--- config.mk ---
export PLATFORM = sky130hd
export DESIGN_NAME = sliding_window_near_duplicate_flat
export DESIGN_NICKNAME = d
export VERILOG_FILES = /design/src/hw/rtl/swnd_pkg.sv /design/src/hw/rtl/swnd_ifs.sv /design/src/hw/rtl/sliding_window_near_duplicate.sv /design/src/hw/rtl/swnd_cell.sv /design/src/hw/rtl/swnd_ctrl.sv /design/src/hw/rtl/swnd_dpath.sv /design/src/flat_wrapper.sv
export SDC_FILE = /design/constraint.sdc
export NUM_CORES = 2
export LEC_CHECK = 0
export ABC_AREA = 1
export BUFFER_PORTS_ARGS = -buffer_cell sky130_fd_sc_hd__buf_2
export CAP_MARGIN = 20
export CORE_MARGIN = 2
export CORE_UTILIZATION = 40
export CTS_BUF_LIST = sky130_fd_sc_hd__clkbuf_4
export CTS_CLUSTER_DIAMETER = 30
export CTS_CLUSTER_SIZE = 10
export DETAILED_ROUTE_END_ITERATION = 7
export GPL_TIMING_DRIVEN = 0
export HOLD_SLACK_MARGIN = 0.08
export PLACE_DENSITY_LB_ADDON = 0.1
export SYNTH_ARGS = -nofsm -noshare
export SYNTH_HDL_FRONTEND = slang
export SYNTH_SLANG_ARGS = --single-unit
--- constraint.sdc ---
create_clock -name clock -period 24.5 [get_ports clock]
set_input_delay 4.9 -clock clock [delete_from_list [all_inputs] [get_ports clock]]
set_output_delay 4.9 -clock clock [all_outputs]
set_load 0.02 [all_outputs]
--- src/hw/rtl/swnd_pkg.sv ---
// ----------------------------------------------------------------------------
// swnd_pkg: shared types and constants
// Widths, register indexes, controller states and the command/status bundles
// used between the near-duplicate detector controller and datapath.
// ----------------------------------------------------------------------------
package swnd_pkg;

   // window depth and derived widths
   localparam int WINDOW_MAX = 16;
   localparam int CNT_W      = $clog2(WINDOW_MAX + 1);
   localparam int SAMPLE_W   = 32;
   localparam int TOL_W      = 32;
   localparam int K_W        = 5;
   localparam int CMP_W      = (CNT_W > K_W) ? CNT_W : K_W;

   // configuration port
   localparam int CSR_IDX_W  = 1;
   localparam int CSR_DATA_W = 32;

   typedef enum logic [CSR_IDX_W-1:0] {
      REG_WINDOW_K  = 1'b0,
      REG_TOLERANCE = 1'b1
   } csr_reg_type;

   // controller states
   typedef enum logic [1:0] {
      ST_IDLE   = 2'd0,
      ST_EVAL   = 2'd1,
      ST_FINISH = 2'd2
   } state_type;

   // controller -> datapath
   typedef struct packed {
      logic load;    // capture accepted item
      logic eval;    // register per-cell compare results
      logic finish;  // publish result, push sample into window
   } cmd_type;

   // datapath -> controller
   typedef struct packed {
      logic out_free; // output register can take a new result this cycle
   } status_type;

endpackage

--- src/hw/rtl/swnd_ifs.sv ---
// ----------------------------------------------------------------------------
// swnd_ifs: item channels
// Valid/ready channels for input samples and per-sample results.
// ----------------------------------------------------------------------------
interface swnd_req_if;
   logic                             valid;
   logic                             ready;
   logic signed [swnd_pkg::SAMPLE_W-1:0] sample_value;
   logic                             first_of_sequence;

   modport source (output valid, output sample_value, output first_of_sequence,
                   input ready);
   modport sink   (input valid, input sample_value, input first_of_sequence,
                   output ready);
endinterface

interface swnd_rsp_if;
   logic valid;
   logic ready;
   logic near_hit;
   logic any_hit;

   modport source (output valid, output near_hit, output any_hit, input ready);
   modport sink   (input valid, input near_hit, input any_hit, output ready);
endinterface

--- src/hw/rtl/sliding_window_near_duplicate.sv ---
// ----------------------------------------------------------------------------
// sliding_window_near_duplicate: near-duplicate detector over a sample window
// Each accepted item is captured, compared with all window taps in parallel
// in evaluate, then finished into the output register. The single-item
// sequencer takes no new item until this one is finished; finish waits while
// the output register is not drained. Synchronous active-high reset empties
// the window, clears the sticky flag and sets both registers to 0.
// ----------------------------------------------------------------------------
module sliding_window_near_duplicate (
   input  logic                            clock,
   input  logic                            reset,
   input  logic                            csr_write_en,
   input  logic [swnd_pkg::CSR_IDX_W-1:0]  csr_index,
   input  logic [swnd_pkg::CSR_DATA_W-1:0] csr_write_data,
   swnd_req_if.sink                        req,
   swnd_rsp_if.source                      rsp
);

   swnd_pkg::cmd_type    cmd;
   swnd_pkg::status_type status;
   swnd_pkg::state_type  state;
   logic                 ready;

   swnd_ctrl u_ctrl (
      .clock     (clock),
      .reset     (reset),
      .req_valid (req.valid),
      .req_ready (ready),
      .status    (status),
      .cmd       (cmd),
      .state     (state)
   );

   assign req.ready = ready;

   swnd_dpath u_dpath (
      .clock             (clock),
      .reset             (reset),
      .csr_write_en      (csr_write_en),
      .csr_index         (csr_index),
      .csr_write_data    (csr_write_data),
      .sample_value      (req.sample_value),
      .first_of_sequence (req.first_of_sequence),
      .cmd               (cmd),
      .status            (status),
      .rsp               (rsp)
   );

   // an accepted item moves on to evaluation
   a_accept_to_eval: assert property (@(posedge clock) disable iff (reset)
      (req.valid && req.ready) |=> (state == swnd_pkg::ST_EVAL))
      else $error("accepted item did not enter evaluation");

   // finishing an item presents a result next cycle
   a_finish_to_rsp: assert property (@(posedge clock) disable iff (reset)
      cmd.finish |=> rsp.valid)
      else $error("finished item produced no result");

   // at most one command per cycle
   a_cmd_onehot: assert property (@(posedge clock) disable iff (reset)
      $onehot0({cmd.load, cmd.eval, cmd.finish}))
      else $error("overlapping datapath commands");

   // no new item while one is in flight
   a_busy_no_ready: assert property (@(posedge clock) disable iff (reset)
      (state == swnd_pkg::ST_EVAL || state == swnd_pkg::ST_FINISH) |-> !req.ready)
      else $error("input accepted while busy");

endmodule

--- src/hw/rtl/swnd_cell.sv ---
// ----------------------------------------------------------------------------
// swnd_cell: one window compare cell
// Forms |window - sample| at 33 bits and checks it against the tolerance.
// ----------------------------------------------------------------------------
module swnd_cell (
   input  logic [swnd_pkg::SAMPLE_W-1:0] win_value,
   input  logic [swnd_pkg::SAMPLE_W-1:0] sample,
   input  logic [swnd_pkg::TOL_W-1:0]    tolerance,
   input  logic                          enable,
   output logic                          hit
);

   logic [swnd_pkg::SAMPLE_W:0] diff;
   logic [swnd_pkg::SAMPLE_W:0] mag;

   // sign-extended difference, then magnitude
   assign diff = {win_value[swnd_pkg::SAMPLE_W-1], win_value}
               - {sample[swnd_pkg::SAMPLE_W-1], sample};
   assign mag  = diff[swnd_pkg::SAMPLE_W] ? (~diff + 1'b1) : diff;

   assign hit  = enable && (mag <= {1'b0, tolerance});

endmodule

--- src/hw/rtl/swnd_ctrl.sv ---
// ----------------------------------------------------------------------------
// swnd_ctrl: item sequencer
// Steps each accepted item through evaluate and finish; holds in finish
// while the output register is still occupied.
// ----------------------------------------------------------------------------
module swnd_ctrl (
   input  logic                   clock,
   input  logic                   reset,
   input  logic                   req_valid,
   output logic                   req_ready,
   input  swnd_pkg::status_type   status,
   output swnd_pkg::cmd_type      cmd,
   output swnd_pkg::state_type    state
);

   swnd_pkg::state_type state_ff;
   swnd_pkg::state_type state_in;

   // next state
   always_comb begin
      state_in = state_ff;
      case (state_ff)
         swnd_pkg::ST_IDLE: begin
            if (req_valid) state_in = swnd_pkg::ST_EVAL;
         end
         swnd_pkg::ST_EVAL: begin
            state_in = swnd_pkg::ST_FINISH;
         end
         swnd_pkg::ST_FINISH: begin
            if (status.out_free) state_in = swnd_pkg::ST_IDLE;
         end
         default: begin
            state_in = swnd_pkg::ST_IDLE;
         end
      endcase
   end

   // outputs
   always_comb begin
      req_ready  = 1'b0;
      cmd        = '0;
      case (state_ff)
         swnd_pkg::ST_IDLE: begin
            req_ready = 1'b1;
            cmd.load  = req_valid;
         end
         swnd_pkg::ST_EVAL: begin
            cmd.eval  = 1'b1;
         end
         swnd_pkg::ST_FINISH: begin
            cmd.finish = status.out_free;
         end
         default: begin
            req_ready = 1'b0;
         end
      endcase
   end

   always_ff @(posedge clock) begin
      if (reset) begin
         state_ff <= swnd_pkg::ST_IDLE;
      end else begin
         state_ff <= state_in;
      end
   end

   assign state = state_ff;

endmodule

--- src/hw/rtl/swnd_dpath.sv ---
// ----------------------------------------------------------------------------
// swnd_dpath: window datapath
// Holds the configuration, the sample window as a shift line (tap 0 is the
// newest sample), the compare cells, the sticky flag and the output register.
// ----------------------------------------------------------------------------
module swnd_dpath (
   input  logic                              clock,
   input  logic                              reset,
   input  logic                              csr_write_en,
   input  logic [swnd_pkg::CSR_IDX_W-1:0]    csr_index,
   input  logic [swnd_pkg::CSR_DATA_W-1:0]   csr_write_data,
   input  logic [swnd_pkg::SAMPLE_W-1:0]     sample_value,
   input  logic                              first_of_sequence,
   input  swnd_pkg::cmd_type                 cmd,
   output swnd_pkg::status_type              status,
   swnd_rsp_if.source                        rsp
);

   logic [swnd_pkg::K_W-1:0]      k_ff, k_in;
   logic [swnd_pkg::TOL_W-1:0]    tol_ff, tol_in;
   logic [swnd_pkg::SAMPLE_W-1:0] sample_ff, sample_in;
   logic [swnd_pkg::SAMPLE_W-1:0] window_ff [swnd_pkg::WINDOW_MAX];
   logic [swnd_pkg::SAMPLE_W-1:0] window_in [swnd_pkg::WINDOW_MAX];
   logic [swnd_pkg::CNT_W-1:0]    count_ff, count_in;
   logic                          sticky_ff, sticky_in;
   logic [swnd_pkg::WINDOW_MAX-1:0] cell_hit;
   logic [swnd_pkg::WINDOW_MAX-1:0] hit_ff, hit_in;
   logic                          rsp_valid_ff, rsp_valid_in;
   logic                          near_ff, near_in;
   logic                          any_ff, any_in;
   logic                          near_now;

   // configuration registers
   always_comb begin
      k_in   = k_ff;
      tol_in = tol_ff;
      if (csr_write_en) begin
         case (swnd_pkg::csr_reg_type'(csr_index))
            swnd_pkg::REG_WINDOW_K:  k_in   = csr_write_data[swnd_pkg::K_W-1:0];
            swnd_pkg::REG_TOLERANCE: tol_in = csr_write_data[swnd_pkg::TOL_W-1:0];
            default:                 k_in   = k_ff;
         endcase
      end
   end

   // compare cells: tap i is in range when i < window_k and i < fill count
   for (genvar i = 0; i < swnd_pkg::WINDOW_MAX; i++) begin : g_cell
      logic cell_en;
      assign cell_en = (swnd_pkg::CMP_W'(i) < swnd_pkg::CMP_W'(k_ff))
                    && (swnd_pkg::CMP_W'(i) < swnd_pkg::CMP_W'(count_ff));
      swnd_cell u_cell (
         .win_value (window_ff[i]),
         .sample    (sample_ff),
         .tolerance (tol_ff),
         .enable    (cell_en),
         .hit       (cell_hit[i])
      );
   end

   assign near_now = |hit_ff;
   assign status.out_free = !rsp_valid_ff || rsp.ready;

   // item state: capture, evaluate, finish
   always_comb begin
      sample_in    = sample_ff;
      count_in     = count_ff;
      sticky_in    = sticky_ff;
      hit_in       = hit_ff;
      near_in      = near_ff;
      any_in       = any_ff;
      window_in    = window_ff;
      rsp_valid_in = rsp_valid_ff && !rsp.ready;

      if (cmd.load) begin
         sample_in = sample_value;
         if (first_of_sequence) begin
            count_in  = '0;
            sticky_in = 1'b0;
         end
      end

      if (cmd.eval) begin
         hit_in = cell_hit;
      end

      if (cmd.finish) begin
         near_in      = near_now;
         any_in       = sticky_ff || near_now;
         sticky_in    = sticky_ff || near_now;
         rsp_valid_in = 1'b1;
         window_in[0] = sample_ff;
         for (int i = 1; i < swnd_pkg::WINDOW_MAX; i++) begin
            window_in[i] = window_ff[i-1];
         end
         if (count_ff < swnd_pkg::CNT_W'(swnd_pkg::WINDOW_MAX)) begin
            count_in = count_ff + 1'b1;
         end
      end
   end

   // control registers
   always_ff @(posedge clock) begin
      if (reset) begin
         k_ff         <= '0;
         tol_ff       <= '0;
         count_ff     <= '0;
         sticky_ff    <= 1'b0;
         rsp_valid_ff <= 1'b0;
      end else begin
         k_ff         <= k_in;
         tol_ff       <= tol_in;
         count_ff     <= count_in;
         sticky_ff    <= sticky_in;
         rsp_valid_ff <= rsp_valid_in;
      end
   end

   // payload registers
   always_ff @(posedge clock) begin
      sample_ff <= sample_in;
      window_ff <= window_in;
      hit_ff    <= hit_in;
      near_ff   <= near_in;
      any_ff    <= any_in;
   end

   assign rsp.valid    = rsp_valid_ff;
   assign rsp.near_hit = near_ff;
   assign rsp.any_hit  = any_ff;

endmodule

--- src/flat_wrapper.sv ---
// flat-port wrapper written by rule: the top's interface ports become plain ports
module sliding_window_near_duplicate_flat 
  (clock, reset, csr_write_en, csr_index, csr_write_data, req_valid, req_sample_value, req_first_of_sequence, req_ready, rsp_valid, rsp_near_hit, rsp_any_hit, rsp_ready);
  swnd_req_if req_i ();
  swnd_rsp_if rsp_i ();
  input  logic clock;
  input  logic reset;
  input  logic csr_write_en;
  input  logic [swnd_pkg::CSR_IDX_W-1:0] csr_index;
  input  logic [swnd_pkg::CSR_DATA_W-1:0] csr_write_data;
  input wire logic [$bits(req_i.valid)-1:0] req_valid;
  input wire logic [$bits(req_i.sample_value)-1:0] req_sample_value;
  input wire logic [$bits(req_i.first_of_sequence)-1:0] req_first_of_sequence;
  output wire logic [$bits(req_i.ready)-1:0] req_ready;
  output wire logic [$bits(rsp_i.valid)-1:0] rsp_valid;
  output wire logic [$bits(rsp_i.near_hit)-1:0] rsp_near_hit;
  output wire logic [$bits(rsp_i.any_hit)-1:0] rsp_any_hit;
  input wire logic [$bits(rsp_i.ready)-1:0] rsp_ready;
  assign req_i.valid = req_valid;
  assign req_i.sample_value = req_sample_value;
  assign req_i.first_of_sequence = req_first_of_sequence;
  assign req_ready = req_i.ready;
  assign rsp_valid = rsp_i.valid;
  assign rsp_near_hit = rsp_i.near_hit;
  assign rsp_any_hit = rsp_i.any_hit;
  assign rsp_i.ready = rsp_ready;
  sliding_window_near_duplicate u_core (.clock(clock), .reset(reset), .csr_write_en(csr_write_en), .csr_index(csr_index), .csr_write_data(csr_write_data), .req(req_i), .rsp(rsp_i));
endmodule
# Word-level counts from Yosys, hierarchy flattened
# Cells that the tools add are included.
# totals
regBits	608
in_bits	71
output_inout_bits	4
elab_cells	205
# op_classes
n_addsub	33
n_lt_le_gt_ge	49
eq_ne	4
muxes	31
bitwise	17
reduce_logical	45
# ops
operator	count
33-bit by 1-bit adder with 33-bit output (second input constant)	16
33-bit by 32-bit <= comparator with 1-bit output	16
33-bit 2-to-1 mux	16
33-bit NOT	16
32-bit by 32-bit subtractor with 33-bit output	16
4-bit by 5-bit less-than comparator with 1-bit output (first input constant)	16
3-bit by 5-bit less-than comparator with 1-bit output (first input constant)	8
1-bit logical AND	33
1-bit by 5-bit less-than comparator with 1-bit output (first input constant)	4
2-bit by 5-bit less-than comparator with 1-bit output (first input constant)	4
5-bit 2-to-1 mux	4
16-bit OR reduction	1
1-bit 2-to-1 mux	8
2-bit AND reduction	4
2-bit case mux with 3 select lines	1
5-bit by 1-bit adder with 5-bit output (second input constant)	1
5-bit less-than comparator (second input constant)	1
2-bit 2-to-1 mux	2
2-bit != test (second input constant)	2
2-bit nonzero test	2
2-bit by 1-bit == test with 1-bit output (second input constant)	1
2-bit == test (second input constant)	1
1-bit zero test	2
2-bit zero test	1
other kinds (2)	3

# Logic depth before layout (Yosys ltp)
# depth
ltp_word	6
mapped_depth	39
depth_no_buf	38

# By module
# A second synthesis with hierarchy kept.
# hier_totals
hier_cells	16318
hier_area_um2	95748.1
# modules_own_cells
module	n_inst	cells_each	area_per_inst_um2	seq_area_each_um2
swnd_cell at u_core.u_dpath.g_cell[11].u_cell ...	10	976	4772.1	0.0
swnd_cell at u_core.u_dpath.g_cell[0].u_cell ...	4	952	4901.0	0.0
swnd_dpath	1	852	18808.0	17757.0
swnd_cell at u_core.u_dpath.g_cell[2].u_cell	1	947	4837.1	0.0
swnd_cell at u_core.u_dpath.g_cell[14].u_cell	1	936	4675.7	0.0
swnd_ctrl	1	15	102.6	40.0

# Least setup slack after synthesis
# Ideal clock, no wire load.
# synth_path
path_kind	input-to-reg
start	in rsp_ready
end	reg u_core.u_dpath.any_ff, in the netlist u_core.u_dpath.rsp.any_hit, enable pin
setup_ns	0.863
t_arrival_ns	15.012
required_ns	23.637
path_slack_ns	8.625
stages	4
path_cell_list	inv_1 > nand2_1 > nand2_1 > inv_1
# synth_rtl
item	line	rtl
from (decl)	flat_wrapper.sv:18	input wire logic [$bits(rsp_i.ready)-1:0] rsp_ready;
to (signal assigned)	swnd_dpath.sv:124	any_ff <= any_in;
to (decl)	swnd_dpath.sv:30	logic any_ff, any_in;

# Worst setup path in the final report
# layout_path
start	reg u_core.u_ctrl.state_ff[0], in the netlist u_core.u_ctrl.state[0]
end	out req_ready
# layout_between
elab_chain_len	2
# layout_lines
item	line	rtl
from (decl)	swnd_ctrl.sv:16	swnd_pkg::state_type state_ff;
from (signal assigned)	swnd_ctrl.sv:61	state_ff <= swnd_pkg::ST_IDLE;
from (signal assigned)	swnd_ctrl.sv:63	state_ff <= state_in;
2-bit zero test	swnd_ctrl.sv:42	case (state_ff)
1-bit 2-to-1 mux	swnd_ctrl.sv:42	
to (decl)	flat_wrapper.sv:14	output wire logic [$bits(req_i.ready)-1:0] req_ready;
# Every way passes these cells.

==> results.json <==
{
  "slew_headroom": 0.239,
  "synthTopCellsByArea": "edfxtp_1 (21%), nand2_1 (21%), ha_1 (16%)",
  "post_cts_buffers": 0,
  "clock-sinks": 608,
  "clk_latency_ns": 1.24,
  "grt_pass1_wl_mm": 523,
  "report.final.slew_viol_count": 0,
  "ant_nets": 0,
  "crit_path_end_kind": "output port",
  "track_usage": 0.341,
  "post-route-drc-count": 1,
  "total_power_mw": 4.59,
  "ys_types": 61,
  "r2r_slack_ns": 18.54,
  "hp-class": "reg2reg",
  "synth.largest_area_cell": "edfxtp_1",
  "synth_nets": 14359,
  "cts_buffers": 140,
  "synth_top_area_share": 0.206,
  "grt_pass1_vias": 80905,
  "die_y_um": 457,
  "total_leakage_power_nw": 46.6,
  "synth-seq-area-share": 0.217,
  "holdBufCountCts": 0,
  "power_density_nw_per_um2": 51.0,
  "drt-vias-per-instance": 5.38,
  "cts_tree": "yes",
  "syn_inst": 13231,
  "placed_cells": 16063,
  "regToRegStartpoint": "u_core.u_dpath.sample_ff[0]",
  "fin_tns_setup_ns": 0,
  "synth_edf_count": 562,
  "ys_ff_latch": 608,
  "postCtsResizedCells": 0,
  "clk_pin_slew_worst_paths_ns": 0.09,
  "netlist_area_sq_um": 82000,
  "peakVddDrop_mv": 0.0471,
  "required_ns": 19.60,
  "ys_dominant_reg_cell": "edfxtp_1",
  "async_flop_share": 0,
  "ys_warn_count": 0,
  "clockBufferDepth": 3,
  "vias": 87807,
  "pin_count": 75,
  "initial_core_util": 0.402,
  "startpoint_type": "flip-flop",
  "r2r_cells": 34,
  "synth_most_common_cell": "nand2_1",
  "globalRouteOverflowTotal": 0,
  "crit_end": "req_ready",
  "setup_viol": 0,
  "path_max_fanout": 3,
  "areaGrowthSynthToFinish_pct": 9.69,
  "wl_per_cell_um": 22.5,
  "routed_wl_mm": 367,
  "maxCapViolations": 0,
  "period_share": 0.279,
  "h-tree-depth": 4,
  "drive_above_1_share": 0.0453,
  "ctsRootBufferMaster": "clkbuf_4",
  "hold_viol_final": 0,
  "die_area_sq_um": 209000,
  "routabilityCongestion": 0.971,
  "rows": 166,
  "drt_iter0_drc": 8673,
  "reg2reg_to": "u_core.u_dpath.hit_ff[14]",
  "grt_max_degree": 145,
  "setup.worst_path.start": "u_core.u_ctrl.state[0]",
  "layout.nets": 14645,
  "final.setup_skew_ns": 0.136,
  "cp.arrival_ns": 1.93,
  "rsz0062_at_grt": "false",
  "syn_avg_cell_area_sq_um": 6.20,
  "coreArea_sq_um": 204000,
  "dp_hpwl_mm": 298,
  "violations": "design-rule violations",
  "instances_no_fill": 16336,
  "status": "finished, violations left",
  "fmax_mhz": 146,
  "die_w_um": 457,
  "firstDrtPassIters": 8,
  "period_minus_slack_ns": 6.83,
  "crit_type": "reg2out",
  "tightest_slew_ns": 1.13,
  "antenna_found_initial": 39,
  "yosys-top-cells-count": "nand2_1 (4,491), inv_1 (2,120), nor2_1 (1,422), ha_1 (1,041), nand3_1 (932)",
  "io_buffers": 73
}
==> routing by layer <==
metal / track usage / vias to the layer above / wire, um
li1: - / 43578 / -
met1: 0.429 / 40232 / 152000
met2: 0.551 / 3279 / 162000
met3: 0.0626 / 710 / 29500
met4: 0.190 / 8 / 24000
met5: 0 / - / 63
==> worst min path at each step <==
stage | slack (ns) | to | startpoint | cells after the start
2_1_floorplan | 0.43 | u_core.u_dpath.window_ff[0] | u_core.u_dpath.window_ff[32] | 0
3_3_place_gp | 0.43 | u_core.u_dpath.window_ff[511] | u_core.u_dpath.sample_ff[31] | 0
3_5_place_dp | 0.44 | u_core.u_dpath.window_ff[13] | u_core.u_dpath.window_ff[45] | 0
4_1_cts | 0.41 | u_core.u_dpath.window_ff[141] | u_core.u_dpath.window_ff[173] | 0
5_1_grt | 0.43 | u_core.u_dpath.window_ff[141] | u_core.u_dpath.window_ff[173] | 0
6_report | 0.42 | u_core.u_dpath.window_ff[141] | u_core.u_dpath.window_ff[173] | 0
==> kinds of logic after synthesis <==
family	after synthesis	share of synthesized area
simple gates	7524	0.380
buf+inv	2189	0.101
compound gates	1427	0.0930
fa+ha+maj	1057	0.163
flops	608	0.217
xor+xnor	426	0.0461
==> placed cells by master, fill, tap and decap left out, types with 30 or more instances in the layout <==
cell,instances
nand2_1,4491
inv_1,2056
nor2_1,1422
ha_1,1041
nand3_1,932
a21oi_1,786
edfxtp_1,562
o21ai_0,442
xor2_1,308
nand4_1,249
clkbuf_4,151
nor3_1,133
nand3b_1,123
xnor2_1,113
buf_2,101
inv_2,55
a211oi_1,50
dfxtp_1,45
nand2_2,42
buf_16,38
nor4_1,36
o21bai_1,35
buf_12,31
nor2_2,30
==> area by class of cell <==
type / count / area (sq um)
clock inverter: 105 / 1290
inverter: 2128 / 8040
sequential: 608 / 17800
antenna: 17 / 42.5
multi-input combinational: 10434 / 55900
fill: 21944 / 114000
buffer: 61 / 337
tap: 2688 / 3360
clock buffer: 151 / 1130
timing repair buffer: 144 / 2060
==> power breakdown <==
| part | internal, mW | switching (mW) |
|---|---|---|
| clock network | 0.585 | 0.513 |
| registers | 1.16 | 0.0367 |
| logic | 0.776 | 1.52 |
| total | 2.52 | 2.07 |
==> worst max-delay path, stage by stage (launching register included) <==
cell,delay (ns)
dfxtp_1,0.34
nor2_1,0.15
buf_2,0.21
==> registers in the layout, summed over array words and instances, names as in the netlist <==
register                     cells
u_core.u_ctrl.state              2
u_core.u_dpath.count_ff          5
u_core.u_dpath.hit_ff           16
u_core.u_dpath.k_ff              5
u_core.u_dpath.rsp.any_hit       1
u_core.u_dpath.rsp.near_hit      1
u_core.u_dpath.rsp.valid         1
u_core.u_dpath.sample_ff        32
u_core.u_dpath.sticky_ff         1
u_core.u_dpath.tol_ff           32
u_core.u_dpath.window_ff       512
==> through the flow <==
step           hold slack [ns]   util  setup slack (ns)  cell area [sq um]
3_5_place_dp             0.442  0.429             16.79              87500
2_1_floorplan            0.426      -              8.62              82000
3_3_place_gp             0.433  0.420              4.40              85800
4_1_cts                  0.407  0.441             17.55              90000
5_1_grt                  0.430  0.441             17.54              90000
6_report                 0.421  0.441             17.67              90000
No activity file was read; power rests on OpenSTA's default activity.
